File: src/rtl/core/mbtcp_pkg.sv
// Shared types and constants for the Modbus TCP frame responder.
package mbtcp_pkg;

  // Frame layout
  localparam int unsigned HDR_BYTES        = 12;
  localparam int unsigned PREFIX_BYTES     = 6;
  localparam int unsigned MULTI_WR_MIN_LEN = 13;

  // Quantity limits for read requests
  localparam logic [15:0] READ_BITS_MAX = 16'd2000;
  localparam logic [15:0] READ_REGS_MAX = 16'd125;

  // Function codes
  localparam logic [7:0] FC_READ_COILS      = 8'h01;
  localparam logic [7:0] FC_READ_DISC_IN    = 8'h02;
  localparam logic [7:0] FC_READ_HOLD_REGS  = 8'h03;
  localparam logic [7:0] FC_READ_INPUT_REGS = 8'h04;
  localparam logic [7:0] FC_WRITE_COIL      = 8'h05;
  localparam logic [7:0] FC_WRITE_REG       = 8'h06;
  localparam logic [7:0] FC_WRITE_COILS     = 8'h0F;
  localparam logic [7:0] FC_WRITE_REGS      = 8'h10;

  // Exception handling
  localparam logic [7:0]  EXC_FLAG          = 8'h80;
  localparam logic [7:0]  EXC_ILLEGAL_FUNC  = 8'h01;
  localparam logic [7:0]  EXC_ILLEGAL_VALUE = 8'h03;
  localparam logic [15:0] EXC_RESP_LEN      = 16'd3;
  localparam logic [15:0] WRITE_RESP_LEN    = 16'd6;

  // Kind of response descriptor
  typedef enum logic [1:0] {
    KIND_NORMAL    = 2'd0,
    KIND_EXCEPTION = 2'd1,
    KIND_REJECT    = 2'd2
  } resp_kind_t;

  // One response descriptor
  typedef struct packed {
    logic [7:0]  zero_fill;
    logic        echo_valid;
    logic [15:0] echo_value;
    logic [15:0] echo_addr;
    logic [7:0]  count_or_code;
    logic [7:0]  func_out;
    logic [7:0]  unit_id;
    logic [15:0] resp_length;
    logic [15:0] proto_id;
    logic [15:0] txn_id;
  } resp_t;

endpackage

File: src/rtl/core/modbus_tcp_frame_responder.sv
// Modbus TCP frame responder: framing, prefix checks and response descriptor.
// A descriptor reaches the output register in the cycle after the input transfer of a
// frame's last byte (or its sixth byte for a rejected prefix).
// Throughput: one byte per cycle; a byte is taken while the output register is
// empty or its descriptor is being taken in the same cycle.
// Reset (rst, synchronous) clears the byte counter, frame length, reject mode
// and the output valid; the header bytes are not reset.
module modbus_tcp_frame_responder #(
  parameter int unsigned MAX_FRAME_BYTES = 260
) (
  input  logic         clk,
  input  logic         rst,
  // Input stream
  input  logic         s_tvalid,
  output logic         s_tready,
  input  logic [7:0]   s_tdata,   // [7:0] rx_byte
  input  logic [0:0]   s_tuser,   // [0] stream_start
  // Response descriptors
  output logic         m_tvalid,
  input  logic         m_tready,
  // [15:0] txn_id, [31:16] proto_id, [47:32] resp_length, [55:48] unit_id,
  // [63:56] func_out, [71:64] count_or_code, [87:72] echo_addr,
  // [103:88] echo_value, [104] echo_valid, [112:105] zero_fill, [119:113] zero
  output logic [119:0] m_tdata,
  output logic [1:0]   m_tuser    // [1:0] resp_kind
);

  localparam int unsigned HDR = mbtcp_pkg::HDR_BYTES;

  // State
  logic [8:0] byte_index;
  logic [8:0] frame_length;
  logic       reject_mode;
  logic [7:0] header_store [HDR];

  // Output register
  mbtcp_pkg::resp_t      resp_reg;
  mbtcp_pkg::resp_kind_t kind_reg;

  // Datapath signals
  logic                  in_xfer;
  logic                  start;
  logic                  active;
  logic [8:0]            idx_cur;
  logic [8:0]            idx_next;
  logic [7:0]            hdr_view [HDR];
  logic [15:0]           proto_val;
  logic [15:0]           mb_len;
  logic                  prefix_done;
  logic                  prefix_bad;
  logic                  frame_end;
  logic                  produce;
  logic [7:0]            fn;
  logic [15:0]           qty;
  logic [7:0]            cnt;
  logic [16:0]           coil_sum;
  mbtcp_pkg::resp_t      resp_next;
  mbtcp_pkg::resp_kind_t kind_next;

  // Handshake: the output register frees up when its descriptor is taken.
  assign s_tready = !m_tvalid || m_tready;
  assign in_xfer  = s_tvalid && s_tready;

  // Framing position for the incoming byte
  assign start    = s_tuser[0];
  assign active   = start || !reject_mode;
  assign idx_cur  = start ? 9'd0 : byte_index;
  assign idx_next = idx_cur + 9'd1;

  // Header as it stands once the incoming byte is written
  always_comb begin
    for (int i = 0; i < HDR; i++) begin
      hdr_view[i] = (idx_cur == 9'(i)) ? s_tdata : header_store[i];
    end
  end

  // Prefix checks on the sixth byte
  assign proto_val   = {hdr_view[2], hdr_view[3]};
  assign mb_len      = {hdr_view[4], hdr_view[5]};
  assign prefix_done = active && (idx_next == 9'(mbtcp_pkg::PREFIX_BYTES));
  assign prefix_bad  = (proto_val != 16'd0) || (mb_len < 16'd2) ||
                       ((17'(mb_len) + 17'(mbtcp_pkg::PREFIX_BYTES)) >
                        17'(MAX_FRAME_BYTES));
  assign frame_end   = active && (idx_next > 9'(mbtcp_pkg::PREFIX_BYTES)) &&
                       (idx_next >= frame_length);
  assign produce     = (prefix_done && prefix_bad) || frame_end;

  assign fn       = hdr_view[7];
  assign qty      = {hdr_view[10], hdr_view[11]};
  assign coil_sum = 17'(qty) + 17'd7;

  // Response descriptor
  always_comb begin
    resp_next          = '0;
    kind_next          = mbtcp_pkg::KIND_NORMAL;
    cnt                = '0;
    resp_next.txn_id   = {hdr_view[0], hdr_view[1]};
    resp_next.proto_id = proto_val;
    if (prefix_done) begin
      kind_next = mbtcp_pkg::KIND_REJECT;
    end else begin
      resp_next.unit_id = hdr_view[6];
      case (fn)
        mbtcp_pkg::FC_READ_COILS, mbtcp_pkg::FC_READ_DISC_IN,
        mbtcp_pkg::FC_READ_HOLD_REGS, mbtcp_pkg::FC_READ_INPUT_REGS: begin
          if (fn == mbtcp_pkg::FC_READ_COILS || fn == mbtcp_pkg::FC_READ_DISC_IN) begin
            cnt = 8'(coil_sum >> 3);
          end else begin
            cnt = 8'({qty, 1'b0});
          end
          if (frame_length < 9'(HDR) || qty == 16'd0 ||
              ((fn == mbtcp_pkg::FC_READ_COILS || fn == mbtcp_pkg::FC_READ_DISC_IN) &&
               qty > mbtcp_pkg::READ_BITS_MAX) ||
              ((fn == mbtcp_pkg::FC_READ_HOLD_REGS || fn == mbtcp_pkg::FC_READ_INPUT_REGS) &&
               qty > mbtcp_pkg::READ_REGS_MAX)) begin
            kind_next               = mbtcp_pkg::KIND_EXCEPTION;
            resp_next.resp_length   = mbtcp_pkg::EXC_RESP_LEN;
            resp_next.func_out      = fn | mbtcp_pkg::EXC_FLAG;
            resp_next.count_or_code = mbtcp_pkg::EXC_ILLEGAL_VALUE;
          end else begin
            resp_next.resp_length   = 16'd3 + 16'(cnt);
            resp_next.func_out      = fn;
            resp_next.count_or_code = cnt;
            resp_next.zero_fill     = cnt;
          end
        end
        mbtcp_pkg::FC_WRITE_COIL, mbtcp_pkg::FC_WRITE_REG,
        mbtcp_pkg::FC_WRITE_COILS, mbtcp_pkg::FC_WRITE_REGS: begin
          if ((frame_length < 9'(HDR)) ||
              ((fn == mbtcp_pkg::FC_WRITE_COILS || fn == mbtcp_pkg::FC_WRITE_REGS) &&
               frame_length < 9'(mbtcp_pkg::MULTI_WR_MIN_LEN))) begin
            kind_next               = mbtcp_pkg::KIND_EXCEPTION;
            resp_next.resp_length   = mbtcp_pkg::EXC_RESP_LEN;
            resp_next.func_out      = fn | mbtcp_pkg::EXC_FLAG;
            resp_next.count_or_code = mbtcp_pkg::EXC_ILLEGAL_VALUE;
          end else begin
            resp_next.resp_length = mbtcp_pkg::WRITE_RESP_LEN;
            resp_next.func_out    = fn;
            resp_next.echo_addr   = {hdr_view[8], hdr_view[9]};
            resp_next.echo_value  = qty;
            resp_next.echo_valid  = 1'b1;
          end
        end
        default: begin
          kind_next               = mbtcp_pkg::KIND_EXCEPTION;
          resp_next.resp_length   = mbtcp_pkg::EXC_RESP_LEN;
          resp_next.func_out      = fn | mbtcp_pkg::EXC_FLAG;
          resp_next.count_or_code = mbtcp_pkg::EXC_ILLEGAL_FUNC;
        end
      endcase
    end
  end

  // Framer state
  always_ff @(posedge clk) begin
    if (rst) begin
      byte_index   <= '0;
      frame_length <= '0;
      reject_mode  <= 1'b0;
    end else if (in_xfer && active) begin
      byte_index  <= frame_end ? 9'd0 : idx_next;
      reject_mode <= 1'b0;
      if (prefix_done) begin
        if (prefix_bad) begin
          reject_mode <= 1'b1;
        end else begin
          frame_length <= 9'(17'(mb_len) + 17'(mbtcp_pkg::PREFIX_BYTES));
        end
      end
    end
  end

  // Header bytes of the current frame
  always_ff @(posedge clk) begin
    if (in_xfer && active && idx_cur < 9'(HDR)) begin
      header_store[4'(idx_cur)] <= s_tdata;
    end
  end

  // Output register
  always_ff @(posedge clk) begin
    if (rst) begin
      m_tvalid <= 1'b0;
    end else if (in_xfer) begin
      m_tvalid <= produce;
    end else if (m_tready) begin
      m_tvalid <= 1'b0;
    end
  end

  always_ff @(posedge clk) begin
    if (in_xfer && produce) begin
      resp_reg <= resp_next;
      kind_reg <= kind_next;
    end
  end

  assign m_tdata = {7'd0, resp_reg};
  assign m_tuser = kind_reg;

  // A rejected prefix always leaves the framer in reject mode.
  a_reject_mode : assert property (@(posedge clk) disable iff (rst)
    (m_tvalid && kind_reg == mbtcp_pkg::KIND_REJECT) |-> reject_mode)
    else $error("reject descriptor without reject mode");

  // The counter restarts once it reaches the frame length.
  a_index_bound : assert property (@(posedge clk) disable iff (rst)
    (byte_index > 9'(mbtcp_pkg::PREFIX_BYTES)) |-> (byte_index < frame_length))
    else $error("byte counter ran past frame end");

  // Exceptions carry the flag bit and the fixed length.
  a_exc_shape : assert property (@(posedge clk) disable iff (rst)
    (m_tvalid && kind_reg == mbtcp_pkg::KIND_EXCEPTION) |->
      (resp_reg.func_out[7] && resp_reg.resp_length == mbtcp_pkg::EXC_RESP_LEN &&
       !resp_reg.echo_valid))
    else $error("malformed exception descriptor");

  // Read responses fill exactly the byte count with zeros.
  a_read_fill : assert property (@(posedge clk) disable iff (rst)
    (m_tvalid && kind_reg == mbtcp_pkg::KIND_NORMAL && !resp_reg.echo_valid) |->
      (resp_reg.zero_fill == resp_reg.count_or_code &&
       resp_reg.resp_length == 16'd3 + 16'(resp_reg.count_or_code)))
    else $error("read descriptor fill mismatch");

endmodule

File: config.mk
export PLATFORM = sky130hd
export DESIGN_NAME = modbus_tcp_frame_responder
export DESIGN_NICKNAME = d
export VERILOG_FILES = /design/src/rtl/core/mbtcp_pkg.sv /design/src/rtl/core/modbus_tcp_frame_responder.sv
export SDC_FILE = /design/constraint.sdc
export NUM_CORES = 1
export LEC_CHECK = 0
export BUFFER_PORTS_ARGS = -buffer_cell sky130_fd_sc_hd__buf_2
export CORE_MARGIN = 5
export CORE_UTILIZATION = 45
export DETAILED_ROUTE_END_ITERATION = 12
export HOLD_SLACK_MARGIN = 0.03
export PLACE_DENSITY = 0.65
export SKIP_LAST_GASP = 1
export SYNTH_ARGS = -nofsm -noshare
export SYNTH_HDL_FRONTEND = slang
export SYNTH_SLANG_ARGS = --single-unit
File: constraint.sdc
create_clock -name clk -period 34 [get_ports clk]
set_input_delay 6.8 -clock clk [delete_from_list [all_inputs] [get_ports clk]]
set_output_delay 6.8 -clock clk [all_outputs]
set_load 0.01 [all_outputs]
Yosys cells after proc, flatten, opt, wreduce, memory -nomap -nowiden:

Memory sizes are Yosys's and may differ from the RTL's. A register that Yosys moved wholly into a read port is not among the register bits.
Cells that the tools add are included.

* muxes and demuxes: 31
* $add $sub $neg: 4
* magnitude comparators: 9
* bitwise operators: 3
* eq/ne operators: 18
* reductions and logical operators: 34

Operators with widths (number)
* 2-to-1 mux 8 bit: 13
* one-hot mux 16 bit (2 select lines): 2
* equality test 9 x 3 -> 1 bit (second input constant): 4
* equality test 9 x 4 -> 1 bit (second input constant): 4
* 2-to-1 mux 33 bit: 1
* < comparator 9 x 4 -> 1 bit (second input constant): 3
* 2-to-1 mux 9 bit: 3
* equality test 8 x 3 -> 1 bit (second input constant): 3
* equality test 9 x 2 -> 1 bit (second input constant): 2
* adder 16 x 3 -> 17 bit (second input constant): 1
* greater-than comparator 17 x 9 -> 1 bit (second input constant): 1
* equality test 8 x 2 -> 1 bit (second input constant): 2
* greater-than comparator 16 x 11 -> 1 bit (second input constant): 1
* greater-than comparator 16 x 7 -> 1 bit (second input constant): 1
* logical NOT 16 bit: 1
* < comparator 16 x 2 -> 1 bit (second input constant): 1
* 2-to-1 mux 16 bit: 1
* nonzero test 16 bit: 1
* logical OR 1 bit: 12
* adder 11 x 3 -> 11 bit (second input constant): 1
* logical AND 1 bit: 11
* adder 2 x 8 -> 9 bit (first input constant): 1
* adder 9 x 1 -> 9 bit (second input constant): 1
* greater-or-equal comparator 9 bit: 1
* 15 further kinds: 27

* bits in registers: 111
* input bits: 13
* memories kept: 1
* output and inout port bits: 124
* RAM bits: 96

Memories
* header_store: words 12, bits a word 8, read ports 12, clocked after memory_dff 3, write ports 1, line modbus_tcp_frame_responder.sv:34 `logic [7:0] header_store [HDR];`

Longest topological paths before layout:

* word-level depth: 11
* mapped depth: 19
* depth with buffers taken out: 15

Least setup slack after synthesis:

No wires, ideal clock.

* path type: in2reg
* start point: input s_tuser
* end point: register m_tdata[0] (netlist name)
* setup slack: 16.521 ns
* stages: 16
* data required time: 33.276 ns
* arrival: 16.755 ns
* cell sequence: clkbuf_1 buf_1 nand2b_1 inv_1 ha_1 clkbuf_1 nand3_1 xor2_1 nor2_1 ha_1 o21ai_0 a21o_1 a21oi_1 o311ai_0 clkbuf_1 o21ai_0

* cells in the longest elaborated chain, start to end: 9

Ends and longest elaborated chain
* start, declared: line modbus_tcp_frame_responder.sv:17 `input logic [0:0] s_tuser,`
* 2-to-1 mux 9 bit: line modbus_tcp_frame_responder.sv:67 `assign idx_cur = start ? 9'd0 : byte_index;`
* equality test 9 x 3 -> 1 bit / equality test 9 x 2 -> 1 bit (equally long branches): line modbus_tcp_frame_responder.sv:73 `hdr_view[i] = (idx_cur == 9'(i)) ? s_tdata : header_store[i];`
* 2-to-1 mux 8 bit: line modbus_tcp_frame_responder.sv:73
* adder 16 x 3 -> 17 bit, or another cell as far along
* greater-than comparator 17 x 9 -> 1 bit / logical OR 1 bit (equally long branches): line modbus_tcp_frame_responder.sv:82, modbus_tcp_frame_responder.sv:81
* logical OR 1 bit: line modbus_tcp_frame_responder.sv:81 `assign prefix_bad = (proto_val != 16'd0) || (mb_len < 16'd2) ||`
* logical AND 1 bit: line modbus_tcp_frame_responder.sv:86 `assign produce = (prefix_done && prefix_bad) || frame_end;`
* logical OR 1 bit *: line modbus_tcp_frame_responder.sv:86
* logical AND 1 bit *: line modbus_tcp_frame_responder.sv:192 `if (in_xfer && produce) begin`

Every way passes the cells marked *; elsewhere a longest branch is shown, timed or not.
A chain may end at the register's enable or synchronous reset.

Final worst setup path:

* start point: input m_tready
* end point: output s_tready

* cells in the longest elaborated chain, start to end: 1

Ends and longest elaborated chain
* start, declared: line modbus_tcp_frame_responder.sv:20 `input logic m_tready,`
* logical OR 1 bit: line modbus_tcp_frame_responder.sv:61 `assign s_tready = !m_tvalid || m_tready;`
* end, declared: line modbus_tcp_frame_responder.sv:15 `output logic s_tready,`

No other way between the ends.

==> results.txt <==
----------------------------------------------------
[Die]
  Area enclosed by the die boundary ... 26,700 µm²
  Floorplan core area ... 23,300 µm²
  Effective utilization at floorplan ... 45.4%
  Num rows ... 56
  Floorplan die width ... 163 µm
  Height of the die ... 163 µm
  Ports placed on the boundary ... 137

[Min path]
  Classification of the worst-slack hold path ... reg -> reg
  Number of instances on the worst hold path ... 0

[Clock tree]
  Deepest clock path buffer count ... 3
  Clock-pin slew reported for the worst setup and hold paths after clock tree synthesis ... 60 ps
  Clock Sink Count ... 224
  H-tree levels ... 1
  Count of hold-fix buffers inserted at cts ... 0
  Clock Latency Late Sink ... 520 ps
  TritonCTS clock tree ... built
  CTS-repair resized insts ... 0
  Number of post-CTS setup repair buffers ... 0
  TritonCTS Buffers ... 24
  Root Buffer Master ... clkbuf_16

[Critical path]
  Slowest stage cell on the critical path ... nand2b_1
  Crit path buf inv count ... 2
  Number of cells on the critical path ... 3
  Arrival time at the worst endpoint ... 7230 ps
  Path type of the worst setup path ... in -> out
  Element type at the critical path start ... input port
  Data required time of the worst path ... 27,200 ps
  Endpoint type of the worst setup path ... output port
  Critical-path maximum fanout ... 4
  Slack of the worst reg-to-reg path ... 28,450 ps
  Worst R2R Path Depth ... 15
  Family with the most delay on the worst path ... buffers and inverters
  Crit-path most repeated cell ... buf_2
  Worst-path cell chain ... buf_2 > nand2b_1 > buf_2
  Critical Path Max Stage Delay ... 180 ps

[Power and ir drop]
  Worst IR Drop VDD ... 0.0369 mV
  Combinational group share of total power ... 2.5%
  Clk pwr share ... 45.7%
  Sequential power share ... 51.7%
  Fraction of power spent switching nets ... 20.0%
  Switching pwr ... 0.116 mW
  Reported leakage power ... 4.88 nW
  Internal power ... 0.464 mW
  Power density cells ... 47.4 nW/µm²

[STA]
  Final count of pins violating max slew ... 0
  Slew margin rel. ... 26.8%
  Post-layout min period ... 14,030 ps
  Highest achievable clock rate ... 0.0713 GHz
  Worst slack on hold paths ... 416 ps
  Final setup violating endpoints ... 0
  RSZ-0062 raised after global routing ... no
  Total negative slack for setup checks ... 0 ps
  Final worst-path cycle share ... 41.3%
  Worst-margin pin slew ... 1090 ps
  Number of endpoints with negative hold slack in the final report ... 0
  Final clock skew ... 21.0 ps

[Place]
  Cell area reported after detailed placement ... 11,400 µm²
  HPWL reported at the end of detailed placement ... 15,400 µm
  Gp weighted congestion ... 0.889
  IO Port Bufs ... 122

[Global routing]
  Number of global-route vias before repair ... 6,755
  Pin count of the biggest net entering global routing ... 74
  Wire length of the first global-routing pass ... 37,500 µm
  Most used routing layer in global routing ... met2
  Grt total ovfl ... 0
  Met2 routing resource usage after global routing ... 29.2%
  Initial antenna violation count ... 0
  GRT met3 Usage ... 2.67%
  Global routing usage on met1 ... 24.7%
  GRT Util Overall ... 17.8%

[Synth]
  Library cell occupying the most area in the post-synthesis netlist ... edfxtp_1
  Count of different cell masters after synthesis ... 67
  Top area cells in the synthesized netlist ... edfxtp_1, mux2i_1, dfxtp_1
  Synth Instances ... 858
  Async set-reset flop share out of synthesis ... 0%
  Number of synthesized register bits ... 224
  Ys flop type ... edfxtp_1
  Number of flops mapped to enable cells by yosys ... 204
  Proportion of netlist area held by the largest area contributor ... 57.9%
  Share of synthesized area occupied by flip-flops and latches ... 61.6%
  Average cell area after synthesis ... 12.3 µm²
  Post-synthesis cell area ... 10,600 µm²
  Warnings from Yosys ... 0

[Detailed routing]
  Residual DRC ... 0
  Detailed-route via count ... 6,892
  Final Routed Wirelength ... 23,800 µm
  Detailed Route Iter0 Violations ... 378
  Mean routed wirelength per cell ... 18.3 µm
  First-pass iteration count of the detailed router ... 5
  Routed via count divided by cell count ... 5.29
  Final antenna-violating net count ... 0

[Final layout]
  Layout Cell Area excl Fill ... 12,200 µm²
  Layout cells sized above 1 ... 21.1%
  Post-layout nets ... 993
  Fin util ... 52.4%
  Layout overhead on the synthesized area ... 15.5%
  Antenna cell count ... 0

[Outcome]
  Run status ... completed

[Run]
  Max-cap violation count ... 0

----------------------------------------------------
-- worst register-to-register path: cells and delay by family, from the launching register on --
family / cells / cell delay, ps
simple gates: 6 / 1450
buf+inv: 2 / 900
mux: 2 / 870
compound gates: 3 / 800
fa+ha+maj: 2 / 580
flops: 1 / 500
-- cells in the final DEF (no fill, tap or decap), types with 4 or more instances in the layout --
master	instances
edfxtp_1	204
conb_1	15
nand2b_1	19
inv_1	20
nor3_1	17
nor2b_1	19
mux2i_1	68
nor3b_1	5
and3_1	14
mux2_2	26
xor2_1	17
ha_1	14
nand3_1	32
nand2_1	59
buf_2	122
clkinv_1	4
clkinv_2	4
o21ai_0	16
xnor2_1	11
nor4_1	9
dfxtp_1	20
a211o_1	4
a21oi_1	29
or3_1	9
buf_4	7
nand4_1	8
clkbuf_16	25
nor2_1	102
a211oi_1	4
-- cells in the mapped netlist, types with 17 or more instances --
master,number
inv_1,20
xor2_1,17
dfxtp_1,20
mux2i_1,68
nor2_1,102
nor3_1,17
mux2_2,26
nand3_1,32
nor2b_1,19
a21oi_1,29
nand2b_1,19
nand2_1,59
edfxtp_1,204
clkbuf_1,33
o21ai_0,17
-- per-layer routing --
| metal | up-vias | share of wire (%) | routed length, µm |
|---|---|---|---|
| met5 | - | 0 | 0 |
| li1 | 3349 | - | - |
| met4 | 0 | 2.2 | 515 |
| met2 | 205 | 47 | 11200 |
| met3 | 37 | 6.0 | 1440 |
| met1 | 3301 | 44 | 10600 |
-- cell families (layout without fill, tap and decap cells) --
logic type / Yosys count / after routing / share of synthesized area [%]
and+or+nand+nor: 323 / 323 / 15.7
DFF: 224 / 224 / 61.6
muxes: 95 / 95 / 9.41
AOI/OAI and AO/OA: 92 / 92 / 5.60
buffers and inverters: 81 / 192 / 3.59
xor gates and xnor gates: 28 / 28 / 2.32
adders and majority gates: 14 / 14 / 1.65
other: 1 / 15 / 0.0354
-- power groups by stage --
| stage | clock [mW] | combinational [mW] | sequential, mW |
|---|---|---|---|
| final | 0.265 | 0.0146 | 0.300 |
| after global routing | 0.283 | 0.0160 | 0.300 |
| after CTS | 0.272 | 0.0147 | 0.300 |
| after detailed placement | 0 | 0.0147 | 0.306 |
| after global placement | 0 | 0.0145 | 0.306 |
| after floorplan | 0 | 0.00912 | 0.306 |
-- final cells by class --
class | instances | area [µm²]
flip-flops and latches | 224 | 6530
clock inverters | 14 | 158
clock buffers | 29 | 661
repair buffers | 129 | 663
inverters | 20 | 75.1
fillers | 2043 | 11100
well taps | 319 | 399
multi-input cells | 567 | 3750
-- registers in the layout, indices dropped and copies added, names as in the netlist --
| signal | flops |
|---|---|
| byte_index | 9 |
| m_tvalid | 1 |
| header_store | 96 |
| frame_length | 9 |
| m_tuser | 2 |
| m_tdata | 106 |
| reject_mode | 1 |
-- per-stage QoR --
step | cells | setup slack [ps] | power (mW)
global route | 1302 | 19920 | 0.599
CTS | 1302 | 19960 | 0.587
finish | 1302 | 19970 | 0.580
global placement | 1259 | 19990 | 0.320
detailed placement | 1259 | 19970 | 0.321
floorplan | 872 | 16520 | 0.315
-- worst paths after layout --
kind	startpoint	to
setup / recovery	m_tready	s_tready
hold reg to reg	header_store[1][6]$_DFFE_PP_	m_tdata[6]$_DFFE_PP_
setup reg to reg	byte_index[0]$_SDFFE_PP0P_	m_tdata[90]$_SDFFCE_PP0P_
hold / removal	header_store[1][6]$_DFFE_PP_	m_tdata[6]$_DFFE_PP_
(Power assumes the default switching activity.)
